--- src/hdl/lgsc_pkg.sv ---
`timescale 1ns / 1ps

package lgsc_pkg;

    localparam int CAPACITY = 64;
    localparam int POS_W    = $clog2(CAPACITY);
    localparam int CNT_W    = $clog2(CAPACITY + 1);
    localparam int CODE_W   = 16;
    localparam int ADV_W    = 8;
    localparam int TILE_W   = 5;

    typedef logic [POS_W-1:0] t_pos;
    typedef logic [CNT_W-1:0] t_cnt;

    // one line of the recency list; position 0 is most recently used
    typedef struct packed {
        logic [CODE_W-1:0] code;
        t_pos              slot;
        logic [ADV_W-1:0]  adv;
    } t_entry;

    typedef struct packed {
        logic   re;
        t_pos   raddr;
        logic   we;
        t_pos   waddr;
        t_entry wdata;
    } t_mem_req;

    typedef struct packed {
        logic              found;
        logic              was_hit;
        logic [TILE_W-1:0] tile_index;
        logic              palette_plane;
        logic [ADV_W-1:0]  advance_out;
    } t_rsp;

    typedef enum logic [2:0] {
        ST_IDLE,
        ST_SCAN,
        ST_DECIDE,
        ST_SHIFT,
        ST_FRONT,
        ST_EMIT
    } t_state;

endpackage

--- src/hdl/lgsc_if.sv ---
`timescale 1ns / 1ps

interface lgsc_req_if;
    logic                     valid;
    logic                     ready;
    logic [lgsc_pkg::CODE_W-1:0] char_code;
    logic                     glyph_available;
    logic [lgsc_pkg::ADV_W-1:0]  glyph_advance;

    modport source (output valid, char_code, glyph_available, glyph_advance, input ready);
    modport sink   (input valid, char_code, glyph_available, glyph_advance, output ready);
endinterface

interface lgsc_rsp_if;
    logic                     valid;
    logic                     ready;
    logic                     found;
    logic                     was_hit;
    logic [lgsc_pkg::TILE_W-1:0] tile_index;
    logic                     palette_plane;
    logic [lgsc_pkg::ADV_W-1:0]  advance_out;

    modport source (output valid, found, was_hit, tile_index, palette_plane, advance_out,
                    input ready);
    modport sink   (input valid, found, was_hit, tile_index, palette_plane, advance_out,
                    output ready);
endinterface

interface lgsc_cfg_if;
    logic valid;
    logic ready;
    logic glyph_source_present;

    modport source (output valid, glyph_source_present, input ready);
    modport sink   (input valid, glyph_source_present, output ready);
endinterface

--- src/hdl/lru_glyph_slot_cache_core.sv ---
`timescale 1ns / 1ps

// Channel   Dir  Payload                                              Handshake
// i_req     in   char_code[15:0] glyph_available glyph_advance[7:0]   valid/ready
// o_rsp     out  found was_hit tile_index[4:0] palette_plane           valid/ready
//                advance_out[7:0]
// i_cfg     in   glyph_source_present                                 valid/ready
//
// One request at a time. A hit scans up to its entry, shifts and writes it to the front; a loaded
// miss scans all valid entries, then shifts and writes to the front; a failed miss scans and emits. The list
// memory gives one entry read per cycle while scanning, one moved per cycle to front.
// Reset (sync, active low) empties the list and clears the source flag; no
// clearing pass, entries at or past the fill count are never read.
// A stalled o_rsp holds the sequencer in its result stage; i_cfg is always ready.
module lru_glyph_slot_cache_core (
    input  logic        i_clk,
    input  logic        i_rst_n,
    lgsc_req_if.sink    i_req,
    lgsc_rsp_if.source  o_rsp,
    lgsc_cfg_if.sink    i_cfg
);

    logic               r_src_present;
    lgsc_pkg::t_mem_req mem_req;
    lgsc_pkg::t_entry   mem_rdata;

    // configuration: glyph source installed flag
    assign i_cfg.ready = 1'b1;

    always_ff @(posedge i_clk) begin
        if (!i_rst_n) begin
            r_src_present <= 1'b0;
        end else if (i_cfg.valid) begin
            r_src_present <= i_cfg.glyph_source_present;
        end
    end

    // recency list: position 0 most recent; each line carries its fixed slot
    lgsc_mem u_mem (
        .i_clk   (i_clk),
        .i_req   (mem_req),
        .o_rdata (mem_rdata)
    );

    // scan / fill / shift sequencer with result register
    lgsc_ctrl u_ctrl (
        .i_clk         (i_clk),
        .i_rst_n       (i_rst_n),
        .i_src_present (r_src_present),
        .i_req         (i_req),
        .o_rsp         (o_rsp),
        .o_mem_req     (mem_req),
        .i_mem_rdata   (mem_rdata)
    );

endmodule

--- src/hdl/lgsc_mem.sv ---
`timescale 1ns / 1ps

// recency list store: one write port, one read port, registered read data
module lgsc_mem (
    input  logic                 i_clk,
    input  lgsc_pkg::t_mem_req   i_req,
    output lgsc_pkg::t_entry     o_rdata
);

    lgsc_pkg::t_entry mem [lgsc_pkg::CAPACITY];
    lgsc_pkg::t_entry r_rdata;

    always_ff @(posedge i_clk) begin
        if (i_req.we) begin
            mem[i_req.waddr] <= i_req.wdata;
        end
        if (i_req.re) begin
            r_rdata <= mem[i_req.raddr];
        end
    end

    assign o_rdata = r_rdata;

endmodule

--- src/hdl/lgsc_ctrl.sv ---
`timescale 1ns / 1ps

// lookup sequencer: scan, fill decision, move-to-front shift, result register
module lgsc_ctrl (
    input  logic                 i_clk,
    input  logic                 i_rst_n,
    input  logic                 i_src_present,
    lgsc_req_if.sink             i_req,
    lgsc_rsp_if.source           o_rsp,
    output lgsc_pkg::t_mem_req   o_mem_req,
    input  lgsc_pkg::t_entry     i_mem_rdata
);

    lgsc_pkg::t_state r_state, n_state;
    lgsc_pkg::t_cnt   r_count, n_count;
    lgsc_pkg::t_pos   r_pos, n_pos;
    lgsc_pkg::t_pos   r_last_slot, n_last_slot;
    lgsc_pkg::t_entry r_ent, n_ent;
    lgsc_pkg::t_rsp   r_rsp, n_rsp;
    logic             r_rsp_valid, n_rsp_valid;
    logic [lgsc_pkg::CODE_W-1:0] r_code, n_code;
    logic [lgsc_pkg::ADV_W-1:0]  r_adv, n_adv;
    logic             r_avail, n_avail;
    logic             r_found, n_found;
    logic             r_hit, n_hit;

    logic             full;
    lgsc_pkg::t_pos   fill_pos;

    assign full     = (r_count == lgsc_pkg::CNT_W'(lgsc_pkg::CAPACITY));
    assign fill_pos = full ? lgsc_pkg::POS_W'(lgsc_pkg::CAPACITY - 1)
                           : r_count[lgsc_pkg::POS_W-1:0];

    always_ff @(posedge i_clk) begin
        if (!i_rst_n) begin
            r_state     <= lgsc_pkg::ST_IDLE;
            r_count     <= '0;
            r_rsp_valid <= 1'b0;
        end else begin
            r_state     <= n_state;
            r_count     <= n_count;
            r_rsp_valid <= n_rsp_valid;
        end
    end

    always_ff @(posedge i_clk) begin
        r_pos       <= n_pos;
        r_last_slot <= n_last_slot;
        r_ent       <= n_ent;
        r_rsp       <= n_rsp;
        r_code      <= n_code;
        r_adv       <= n_adv;
        r_avail     <= n_avail;
        r_found     <= n_found;
        r_hit       <= n_hit;
    end

    always_comb begin
        n_state     = r_state;
        n_count     = r_count;
        n_pos       = r_pos;
        n_last_slot = r_last_slot;
        n_ent       = r_ent;
        n_rsp       = r_rsp;
        n_rsp_valid = r_rsp_valid;
        n_code      = r_code;
        n_adv       = r_adv;
        n_avail     = r_avail;
        n_found     = r_found;
        n_hit       = r_hit;
        o_mem_req   = '0;
        i_req.ready = 1'b0;

        if (r_rsp_valid && o_rsp.ready) begin
            n_rsp_valid = 1'b0;
        end

        unique case (r_state)
            lgsc_pkg::ST_IDLE: begin
                i_req.ready = 1'b1;
                if (i_req.valid) begin
                    n_code  = i_req.char_code;
                    n_avail = i_req.glyph_available;
                    n_adv   = i_req.glyph_advance;
                    n_pos   = '0;
                    if (r_count == '0) begin
                        n_state = lgsc_pkg::ST_DECIDE;
                    end else begin
                        o_mem_req.re    = 1'b1;
                        o_mem_req.raddr = '0;
                        n_state         = lgsc_pkg::ST_SCAN;
                    end
                end
            end
            lgsc_pkg::ST_SCAN: begin
                // read data belongs to position r_pos
                n_last_slot = i_mem_rdata.slot;
                if (i_mem_rdata.code == r_code) begin
                    n_ent   = i_mem_rdata;
                    n_found = 1'b1;
                    n_hit   = 1'b1;
                    if (r_pos == '0) begin
                        n_state = lgsc_pkg::ST_FRONT;
                    end else begin
                        o_mem_req.re    = 1'b1;
                        o_mem_req.raddr = r_pos - 1'b1;
                        n_state         = lgsc_pkg::ST_SHIFT;
                    end
                end else if (lgsc_pkg::CNT_W'(r_pos) + 1'b1 == r_count) begin
                    n_state = lgsc_pkg::ST_DECIDE;
                end else begin
                    o_mem_req.re    = 1'b1;
                    o_mem_req.raddr = r_pos + 1'b1;
                    n_pos           = r_pos + 1'b1;
                end
            end
            lgsc_pkg::ST_DECIDE: begin
                n_hit = 1'b0;
                if (!i_src_present || !r_avail) begin
                    n_found = 1'b0;
                    n_state = lgsc_pkg::ST_EMIT;
                end else begin
                    // a new entry takes the slot numbered by the fill count; when full the
                    // last scanned entry (LRU) gives up its slot
                    n_found    = 1'b1;
                    n_ent.code = r_code;
                    n_ent.adv  = r_adv;
                    n_ent.slot = full ? r_last_slot : r_count[lgsc_pkg::POS_W-1:0];
                    n_pos      = fill_pos;
                    if (!full) begin
                        n_count = r_count + 1'b1;
                    end
                    if (fill_pos == '0) begin
                        n_state = lgsc_pkg::ST_FRONT;
                    end else begin
                        o_mem_req.re    = 1'b1;
                        o_mem_req.raddr = fill_pos - 1'b1;
                        n_state         = lgsc_pkg::ST_SHIFT;
                    end
                end
            end
            lgsc_pkg::ST_SHIFT: begin
                // mem[r_pos] <= mem[r_pos-1], next read two below
                o_mem_req.we    = 1'b1;
                o_mem_req.waddr = r_pos;
                o_mem_req.wdata = i_mem_rdata;
                if (r_pos == lgsc_pkg::POS_W'(1)) begin
                    n_state = lgsc_pkg::ST_FRONT;
                end else begin
                    o_mem_req.re    = 1'b1;
                    o_mem_req.raddr = r_pos - lgsc_pkg::POS_W'(2);
                    n_pos           = r_pos - 1'b1;
                end
            end
            lgsc_pkg::ST_FRONT: begin
                o_mem_req.we    = 1'b1;
                o_mem_req.waddr = '0;
                o_mem_req.wdata = r_ent;
                n_state         = lgsc_pkg::ST_EMIT;
            end
            lgsc_pkg::ST_EMIT: begin
                if (!r_rsp_valid || o_rsp.ready) begin
                    n_rsp_valid         = 1'b1;
                    n_rsp.found         = r_found;
                    n_rsp.was_hit       = r_found & r_hit;
                    n_rsp.tile_index    = r_found ? lgsc_pkg::TILE_W'(r_ent.slot >> 1) : '0;
                    n_rsp.palette_plane = r_found & r_ent.slot[0];
                    n_rsp.advance_out   = r_found ? r_ent.adv : '0;
                    n_state             = lgsc_pkg::ST_IDLE;
                end
            end
            default: begin
                n_state = lgsc_pkg::ST_IDLE;
            end
        endcase
    end

    assign o_rsp.valid         = r_rsp_valid;
    assign o_rsp.found         = r_rsp.found;
    assign o_rsp.was_hit       = r_rsp.was_hit;
    assign o_rsp.tile_index    = r_rsp.tile_index;
    assign o_rsp.palette_plane = r_rsp.palette_plane;
    assign o_rsp.advance_out   = r_rsp.advance_out;

    a_count_range: assert property (@(posedge i_clk) disable iff (!i_rst_n)
        r_count <= lgsc_pkg::CNT_W'(lgsc_pkg::CAPACITY))
        else $error("fill count beyond capacity");

    a_no_rw_clash: assert property (@(posedge i_clk) disable iff (!i_rst_n)
        o_mem_req.we && o_mem_req.re |-> o_mem_req.waddr != o_mem_req.raddr)
        else $error("shift reads the entry it writes");

    a_scan_bound: assert property (@(posedge i_clk) disable iff (!i_rst_n)
        r_state == lgsc_pkg::ST_SCAN |-> lgsc_pkg::CNT_W'(r_pos) < r_count)
        else $error("scan past the valid entries");

    a_fill_counted: assert property (@(posedge i_clk) disable iff (!i_rst_n)
        n_rsp_valid && !r_rsp_valid && n_rsp.found && !n_rsp.was_hit |-> r_count != '0)
        else $error("loaded glyph without a counted entry");

    a_busy_after_req: assert property (@(posedge i_clk) disable iff (!i_rst_n)
        i_req.valid && i_req.ready |=> r_state != lgsc_pkg::ST_IDLE)
        else $error("request accepted but sequencer idle");

endmodule
--- src/flat_wrapper.sv ---
// flat-port wrapper written by rule: the top's interface ports become plain ports
module lru_glyph_slot_cache_core_flat 
  (i_clk, i_rst_n, i_req_valid, i_req_char_code, i_req_glyph_available, i_req_glyph_advance, i_req_ready, o_rsp_valid, o_rsp_found, o_rsp_was_hit, o_rsp_tile_index, o_rsp_palette_plane, o_rsp_advance_out, o_rsp_ready, i_cfg_valid, i_cfg_glyph_source_present, i_cfg_ready);
  lgsc_req_if i_req_i ();
  lgsc_rsp_if o_rsp_i ();
  lgsc_cfg_if i_cfg_i ();
  input  logic i_clk;
  input  logic i_rst_n;
  input wire logic [$bits(i_req_i.valid)-1:0] i_req_valid;
  input wire logic [$bits(i_req_i.char_code)-1:0] i_req_char_code;
  input wire logic [$bits(i_req_i.glyph_available)-1:0] i_req_glyph_available;
  input wire logic [$bits(i_req_i.glyph_advance)-1:0] i_req_glyph_advance;
  output wire logic [$bits(i_req_i.ready)-1:0] i_req_ready;
  output wire logic [$bits(o_rsp_i.valid)-1:0] o_rsp_valid;
  output wire logic [$bits(o_rsp_i.found)-1:0] o_rsp_found;
  output wire logic [$bits(o_rsp_i.was_hit)-1:0] o_rsp_was_hit;
  output wire logic [$bits(o_rsp_i.tile_index)-1:0] o_rsp_tile_index;
  output wire logic [$bits(o_rsp_i.palette_plane)-1:0] o_rsp_palette_plane;
  output wire logic [$bits(o_rsp_i.advance_out)-1:0] o_rsp_advance_out;
  input wire logic [$bits(o_rsp_i.ready)-1:0] o_rsp_ready;
  input wire logic [$bits(i_cfg_i.valid)-1:0] i_cfg_valid;
  input wire logic [$bits(i_cfg_i.glyph_source_present)-1:0] i_cfg_glyph_source_present;
  output wire logic [$bits(i_cfg_i.ready)-1:0] i_cfg_ready;
  assign i_req_i.valid = i_req_valid;
  assign i_req_i.char_code = i_req_char_code;
  assign i_req_i.glyph_available = i_req_glyph_available;
  assign i_req_i.glyph_advance = i_req_glyph_advance;
  assign i_req_ready = i_req_i.ready;
  assign o_rsp_valid = o_rsp_i.valid;
  assign o_rsp_found = o_rsp_i.found;
  assign o_rsp_was_hit = o_rsp_i.was_hit;
  assign o_rsp_tile_index = o_rsp_i.tile_index;
  assign o_rsp_palette_plane = o_rsp_i.palette_plane;
  assign o_rsp_advance_out = o_rsp_i.advance_out;
  assign o_rsp_i.ready = o_rsp_ready;
  assign i_cfg_i.valid = i_cfg_valid;
  assign i_cfg_i.glyph_source_present = i_cfg_glyph_source_present;
  assign i_cfg_ready = i_cfg_i.ready;
  lru_glyph_slot_cache_core u_core (.i_clk(i_clk), .i_rst_n(i_rst_n), .i_req(i_req_i), .o_rsp(o_rsp_i), .i_cfg(i_cfg_i));
endmodule
--- config.mk ---
export PLATFORM = sky130hd
export DESIGN_NAME = lru_glyph_slot_cache_core_flat
export DESIGN_NICKNAME = d
export VERILOG_FILES = /design/src/hdl/lgsc_pkg.sv /design/src/hdl/lgsc_if.sv /design/src/hdl/lru_glyph_slot_cache_core.sv /design/src/hdl/lgsc_mem.sv /design/src/hdl/lgsc_ctrl.sv /design/src/flat_wrapper.sv
export SDC_FILE = /design/constraint.sdc
export NUM_CORES = 2
export LEC_CHECK = 0
export BUFFER_PORTS_ARGS = -buffer_cell sky130_fd_sc_hd__buf_2
export CORE_MARGIN = 2
export CORE_UTILIZATION = 49
export CTS_CLUSTER_SIZE = 20
export DETAILED_ROUTE_END_ITERATION = 10
export PLACE_DENSITY = 0.69
export SETUP_SLACK_MARGIN = 0.5
export SYNTH_ARGS = -nofsm -noshare
export SYNTH_HDL_FRONTEND = slang
export SYNTH_HIERARCHICAL = 1
export SYNTH_SLANG_ARGS = --single-unit
--- constraint.sdc ---
create_clock -name i_clk -period 12.1 [get_ports i_clk]
set_input_delay 1.815 -clock i_clk [delete_from_list [all_inputs] [get_ports i_clk]]
set_output_delay 1.815 -clock i_clk [all_outputs]
set_load 0.02 [all_outputs]
======== Word level (Yosys, flattened, before mapping) ========
Memories as Yosys holds them, arrays and structs flattened. A register that Yosys moved wholly into a read port is not among the register bits.
Cells that the tools add are included.
storage, ports and cells
  register bits after elaboration ......... 97
  memory bits (writable) .................. 1,920
  input port bits ......................... 31
  output and inout port bits .............. 19
  logic and storage cells ................. 108
  memories kept ........................... 1
cells by class
  add/sub/neg operators ................... 6
  equality and inequality tests ........... 18
  multiplexer cells ....................... 41
  bitwise gates (word level) .............. 4
  reductions and logical operators ........ 19
memory list
  memory            depth  bits a word  rd ports  clocked after memory_dff  write ports  line            source
  u_core.u_mem.mem  64     30           1         1                         1            lgsc_mem.sv:10  lgsc_pkg::t_entry mem [lgsc_pkg::CAPACITY];
operators with widths
  operator               number
  $pmux W37 S2           1
  $mux W30               2
  $pmux W30 S2           1
  $mux W7                8
  $mux W6                7
  $pmux W7 S4            1
  $mux W3                8
  $pmux W6 S4            1
  $pmux W3 S6            1
  $eq A16 B16 Y1         1
  $ne A2 B2 Y1 const B   8
  $logic_not A6 Y1       2
  $sub A6 B1 Y6 const B  2
  $mux W1                8
  $add A6 B1 Y7 const B  1
  $add A7 B1 Y7 const B  1
  $eq A7 B7 Y1           1
  $eq A7 B7 Y1 const B   1
  $logic_not A7 Y1       1
  $add A6 B1 Y6 const B  1
  $eq A3 B2 Y1 const B   2
  $eq A3 B3 Y1 const B   2
  $eq A6 B1 Y1 const B   1
  $reduce_and A2 Y1      3
  16 further kinds       23

======== Logic depth before layout (Yosys ltp) ========
  depth in word-level cells ............... 6
  gate-level depth with buffers ........... 25
  gate-level depth less buffers ........... 16

======== Modules after synthesis ========
Netlist, hierarchy kept.
by module, submodules not included
  module                     times used  cells an instance  area an instance (um2)
  lgsc_mem                   1           3,309              74,268.7
  lgsc_ctrl                  1           493                5,182.5
  lru_glyph_slot_cache_core  1           5                  47.5

======== Worst setup path after synthesis ========
Ideal clock, no wire load.
  path type ............................... reg2reg
  from .................................... reg u_core.u_ctrl.r_count[0]
  to ...................................... reg u_core/u_mem/o_rdata[24] (netlist name)
  setup time .............................. 0.269 ns
  arrival time ............................ 4.344 ns
  required time ........................... 11.831 ns
  setup slack ............................. 7.487 ns
  stages on the path, launching flop included .. 23
  clock period less this slack ............ 4.613 ns
  cells stage by stage .................... dfxtp_1 clkbuf_1 inv_1 ha_1 nor4b_4 and2_1 buf_2 buf_2 nor2_1 ha_1 nor2b_1 a311o_1 o22ai_1 a211oi_1 a22oi_1 buf_2 buf_4 clkbuf_1 mux4_2 a22oi_1 o311ai_1 o311ai_1 o41ai_1
RTL lines
  item                    line             source
  from (decl)             lgsc_ctrl.sv:15  lgsc_pkg::t_cnt r_count, n_count;
  from (signal assigned)  lgsc_ctrl.sv:41  r_count <= n_count;

==> impl_metrics.tcl <==
set metrics [dict create \
    final_util_pct 55.45 \
    wirelength_mm 198.4 \
    final_nets 4011 \
    postPlaceCellArea_um2 83030 \
    synth-edff-count 2035 \
    gp_congestion 0.8620 \
    final-hold-violation-count 0 \
    min_period_ps 7061 \
    yosysSeqAreaShare_pct 77.17 \
    maxSlewHeadroom_pct 12.48 \
    rr_worst_depth 19 \
    reg2reg_to "u_core/u_mem/o_rdata[24]" \
    wire_per_inst_um 31.52 \
    synth_nets 3848 \
    fin_tns_setup_ps 0 \
    first_pass_iters 6 \
    synth_xor_area_share_pct 0.4926 \
    synth.area.mux_share_pct 14.45 \
    rsz0062_at_grt "no" \
    h-tree-depth 4 \
    holdWs_ps 537.5 \
    core_area_um2 160800 \
    synth_top_flop_cell "edfxtp_1" \
    dr_wl_met3_mm 19.91 \
    min_path_cells 2 \
    clock_latency_ps 830 \
    dpl.hpwl_mm 109.7 \
    report.final.slew_viol_count 0 \
    hold_buffers 0 \
    port-buffer-count 48 \
    min_path_type "reg -> reg" \
    grt_max_degree 113 \
    viasPerCell 6.330 \
    cts_resized 0 \
    path_max_fanout 112 \
    finClkSkew_ps 35.84 \
    grt_use_total_pct 24.22 \
    wl_met1_mm 76.90 \
    ys_async_sr_fraction_pct 0 \
    ant_nets 0 \
    synth_top_family_by_area "multiplexers" \
    status "finished, final reports clean" \
    yosys.area_share.adder_pct 0.1574 \
    cts_buffers 194 \
    cp_data_required_time_ps 12650 \
    cap_viol_max_count 0 \
    yosysWarnings 6 \
    reg2reg_slack_ps 5040 \
    worst_pin_slew_ps 1305 \
    cp_cell_sequence "inv_1, ha_1, nor4b_4, and2_1, nor2_1, ha_1, nor2b_1, a311o_1, o22ai_1, a211oi_1, a22oi_2, buf_12, buf_12, buf_4, mux4_2, a22oi_1, o311ai_1, o311ai_1, o41ai_1" \
    post-route-period-util_pct 58.36 \
    dieWidth_um 406.8 \
    crit_slowest_cell "buf_4" \
    hold_end "u_core/u_ctrl/r_ent[7]" \
    io_pins 50 \
    synth_compound_area_share_pct 3.322 \
    setup_violations 0 \
    p_leak_nw 27.40 \
    synthCells 3807 \
    die_y_um 406.8 \
    finish.instance_area_um2 89130 \
    syn-mean-instance-area_um2 20.88 \
    cts_tree "yes" \
    clock.fmax_ghz 0.1416 \
    drtIter0Drc 5337 \
    synthDistinctLibCells 66 \
    timing.setup.critical_path_class "reg -> reg" \
    rr_startpoint "u_core/u_ctrl/r_count[0]" \
    wl_met2_mm 95.21 \
    die_area_um2 165500 \
    cpPeakStageDelay_ps 670 \
    syn_area_um2 79500 \
    synth-simple-area-share_pct 2.942 \
    cellPowerDensity_nw_per_um2 227.6 \
    setup.worst_path.end_class "register" \
    cts_buffer_depth 3 \
    cts_num_sinks 2047 \
    ys_ff_latch 2047 \
    path_buf_inv 4 \
    postCtsSetupBuffers 0 \
    drive_gt1_share_pct 23.71 \
    antenna_found_initial 3 \
    grt-ovfl-total 0 \
    ir_worst_vdd_uv 224.1 \
    top_layer_used "met5" \
    drcViolationCount 0 \
    rows 147 \
    cp_top_family "compound AO/OA/AOI/OAI gates" \
    clkSlewWorstSetupHoldPaths_ps 60 \
    start_util_pct 49.45 \
    via_count 39849 \
    cts-root-buf "clkbuf_16" \
    syn_to_final_growth_pct 12.12 \
    min-delay-start "u_core/u_ctrl/r_adv[7]" \
    crit_arrival_ps 7610 \
    grt_pass1_vias 39248 \
    grt_pass1_wl_mm 283.4 \
    startpoint_type "register" \
]
[final cells by class]
class                   count  area (um^2)
well taps                2160         2703
multi-input cells        1532        17590
fillers                 11907        71620
flip-flops and latches   2047        61350
clock inverters           115         1012
inverters                  11        41.29
clock buffers             244         5085
repair buffers            184         1349
diodes                      2        5.005
[state kept, by name (all words and copies together) (netlist names)]
register / flops
u_core/r_src_present: 1
u_core/u_ctrl/o_rsp.advance_out: 8
u_core/u_ctrl/o_rsp.found: 1
u_core/u_ctrl/o_rsp.palette_plane: 1
u_core/u_ctrl/o_rsp.tile_index: 5
u_core/u_ctrl/o_rsp.valid: 1
u_core/u_ctrl/o_rsp.was_hit: 1
u_core/u_ctrl/r_adv: 8
u_core/u_ctrl/r_avail: 1
u_core/u_ctrl/r_code: 16
u_core/u_ctrl/r_count: 7
u_core/u_ctrl/r_ent: 30
u_core/u_ctrl/r_found: 1
u_core/u_ctrl/r_hit: 1
u_core/u_ctrl/r_last_slot: 6
u_core/u_ctrl/r_pos: 6
u_core/u_ctrl/r_state: 3
u_core/u_mem/mem: 1920
u_core/u_mem/o_rdata: 30
[cells by family (layout without fill, tap and decap cells)]
family,Yosys count,count (layout)
multiplexers,638,638
other,1,3
buffers and inverters,228,554
flip-flops,2047,2047
AO/OA/AOI/OAI,361,361
adder cells (fa/ha/maj),10,10
XOR/XNOR,43,43
AND/OR/NAND/NOR,479,479
[power breakdown]
part	internal (mW)	switching (mW)	total (mW)
registers	8.50	0.191	8.70
logic	2.07	3.67	5.73
clock network	3.25	2.61	5.86
[how the worst max path moves through the flow]
stage,slack [ps],depth (start not counted),from,endpoint
3_5_place_dp,5150,19,u_core/u_ctrl/r_count[0],u_core/u_mem/o_rdata[24]
6_report,5040,19,u_core/u_ctrl/r_count[0],u_core/u_mem/o_rdata[24]
4_1_cts,5160,19,u_core/u_ctrl/r_count[0],u_core/u_mem/o_rdata[24]
3_3_place_gp,5180,19,u_core/u_ctrl/r_count[0],u_core/u_mem/o_rdata[24]
5_1_grt,4750,19,u_core/u_ctrl/r_count[0],u_core/u_mem/o_rdata[24]
2_1_floorplan,7490,22,u_core/u_ctrl/r_count[0],u_core/u_mem/o_rdata[24]
[layer usage]
metal  track usage (%)  vias up
li1                  -    16176
met1             34.23    21241
met2             38.40     2130
met3             4.658      300
met4             7.752        2
met5                 0        -
[tightest hold or removal path, delay by kind of cell (launching register included)]
kind | cells | cell delay, ps
AND/OR/NAND/NOR | 2 | 100
flip-flops | 1 | 340
[stage by stage]
stage	total power [mW]	cells	setup WS, ps
4_1_cts	20.36	6293	5164
5_1_grt	20.94	6294	4746
6_report	20.29	6295	5039
3_5_place_dp	14.57	5934	5148
2_1_floorplan	12.48	3807	7487
3_3_place_gp	14.51	5934	5182
[cells in the mapped netlist (8+ instances only)]
cell      count  share of area (%)
clkbuf_1    101               0.48
o221ai_1     17               0.19
o22ai_1      44               0.35
nand2_1     129               0.61
edfxtp_1   2035                 77
a21oi_1      24               0.15
and2_1       29               0.23
dfxtp_1      12               0.30
o21ai_0      45               0.28
nand3b_1      8              0.076
nand2b_1     11              0.087
buf_2        59               0.37
nor3_1       12              0.076
a22oi_1     112                1.1
nor2b_1      44               0.35
a22o_1       51               0.56
nor2_1      137               0.65
xnor2_1      15               0.17
mux2i_1     230                2.9
inv_1         9              0.042
buf_4        39               0.37
a311oi_1     22               0.24
nand3_1      36               0.23
nor4_1       13               0.10
buf_6        11               0.16
mux4_2      408                 12
ha_1         10               0.16
nand4_1      27               0.21
xor2_1       27               0.30
[cells in the final DEF, fill, tap and decap left out, drive strengths merged, types with 7 or more instances in the layout]
| cell type | Yosys | routed |
|---|---|---|
| a21oi | 24 | 24 |
| mux4 | 408 | 408 |
| o221ai | 17 | 17 |
| o22ai | 44 | 44 |
| ha | 10 | 10 |
| nor2b | 44 | 44 |
| o21ai | 45 | 45 |
| and3 | 7 | 7 |
| nand3 | 36 | 36 |
| and2 | 29 | 29 |
| inv | 11 | 19 |
| clkinvlp | 0 | 9 |
| a22o | 51 | 51 |
| xor2 | 27 | 27 |
| nor2 | 138 | 138 |
| nor3 | 13 | 13 |
| clkbuf | 101 | 244 |
| mux2i | 230 | 230 |
| nor4 | 14 | 14 |
| xnor2 | 15 | 15 |
| buf | 116 | 184 |
| nand4 | 27 | 27 |
| nand2b | 11 | 11 |
| nand2 | 129 | 129 |
| a22oi | 112 | 112 |
| clkinv | 0 | 86 |
| bufinv | 0 | 12 |
| edfxtp | 2035 | 2035 |
| nand3b | 8 | 8 |
| a311oi | 22 | 22 |
| dfxtp | 12 | 12 |
Note: power is estimated with default switching activity, not from simulation.
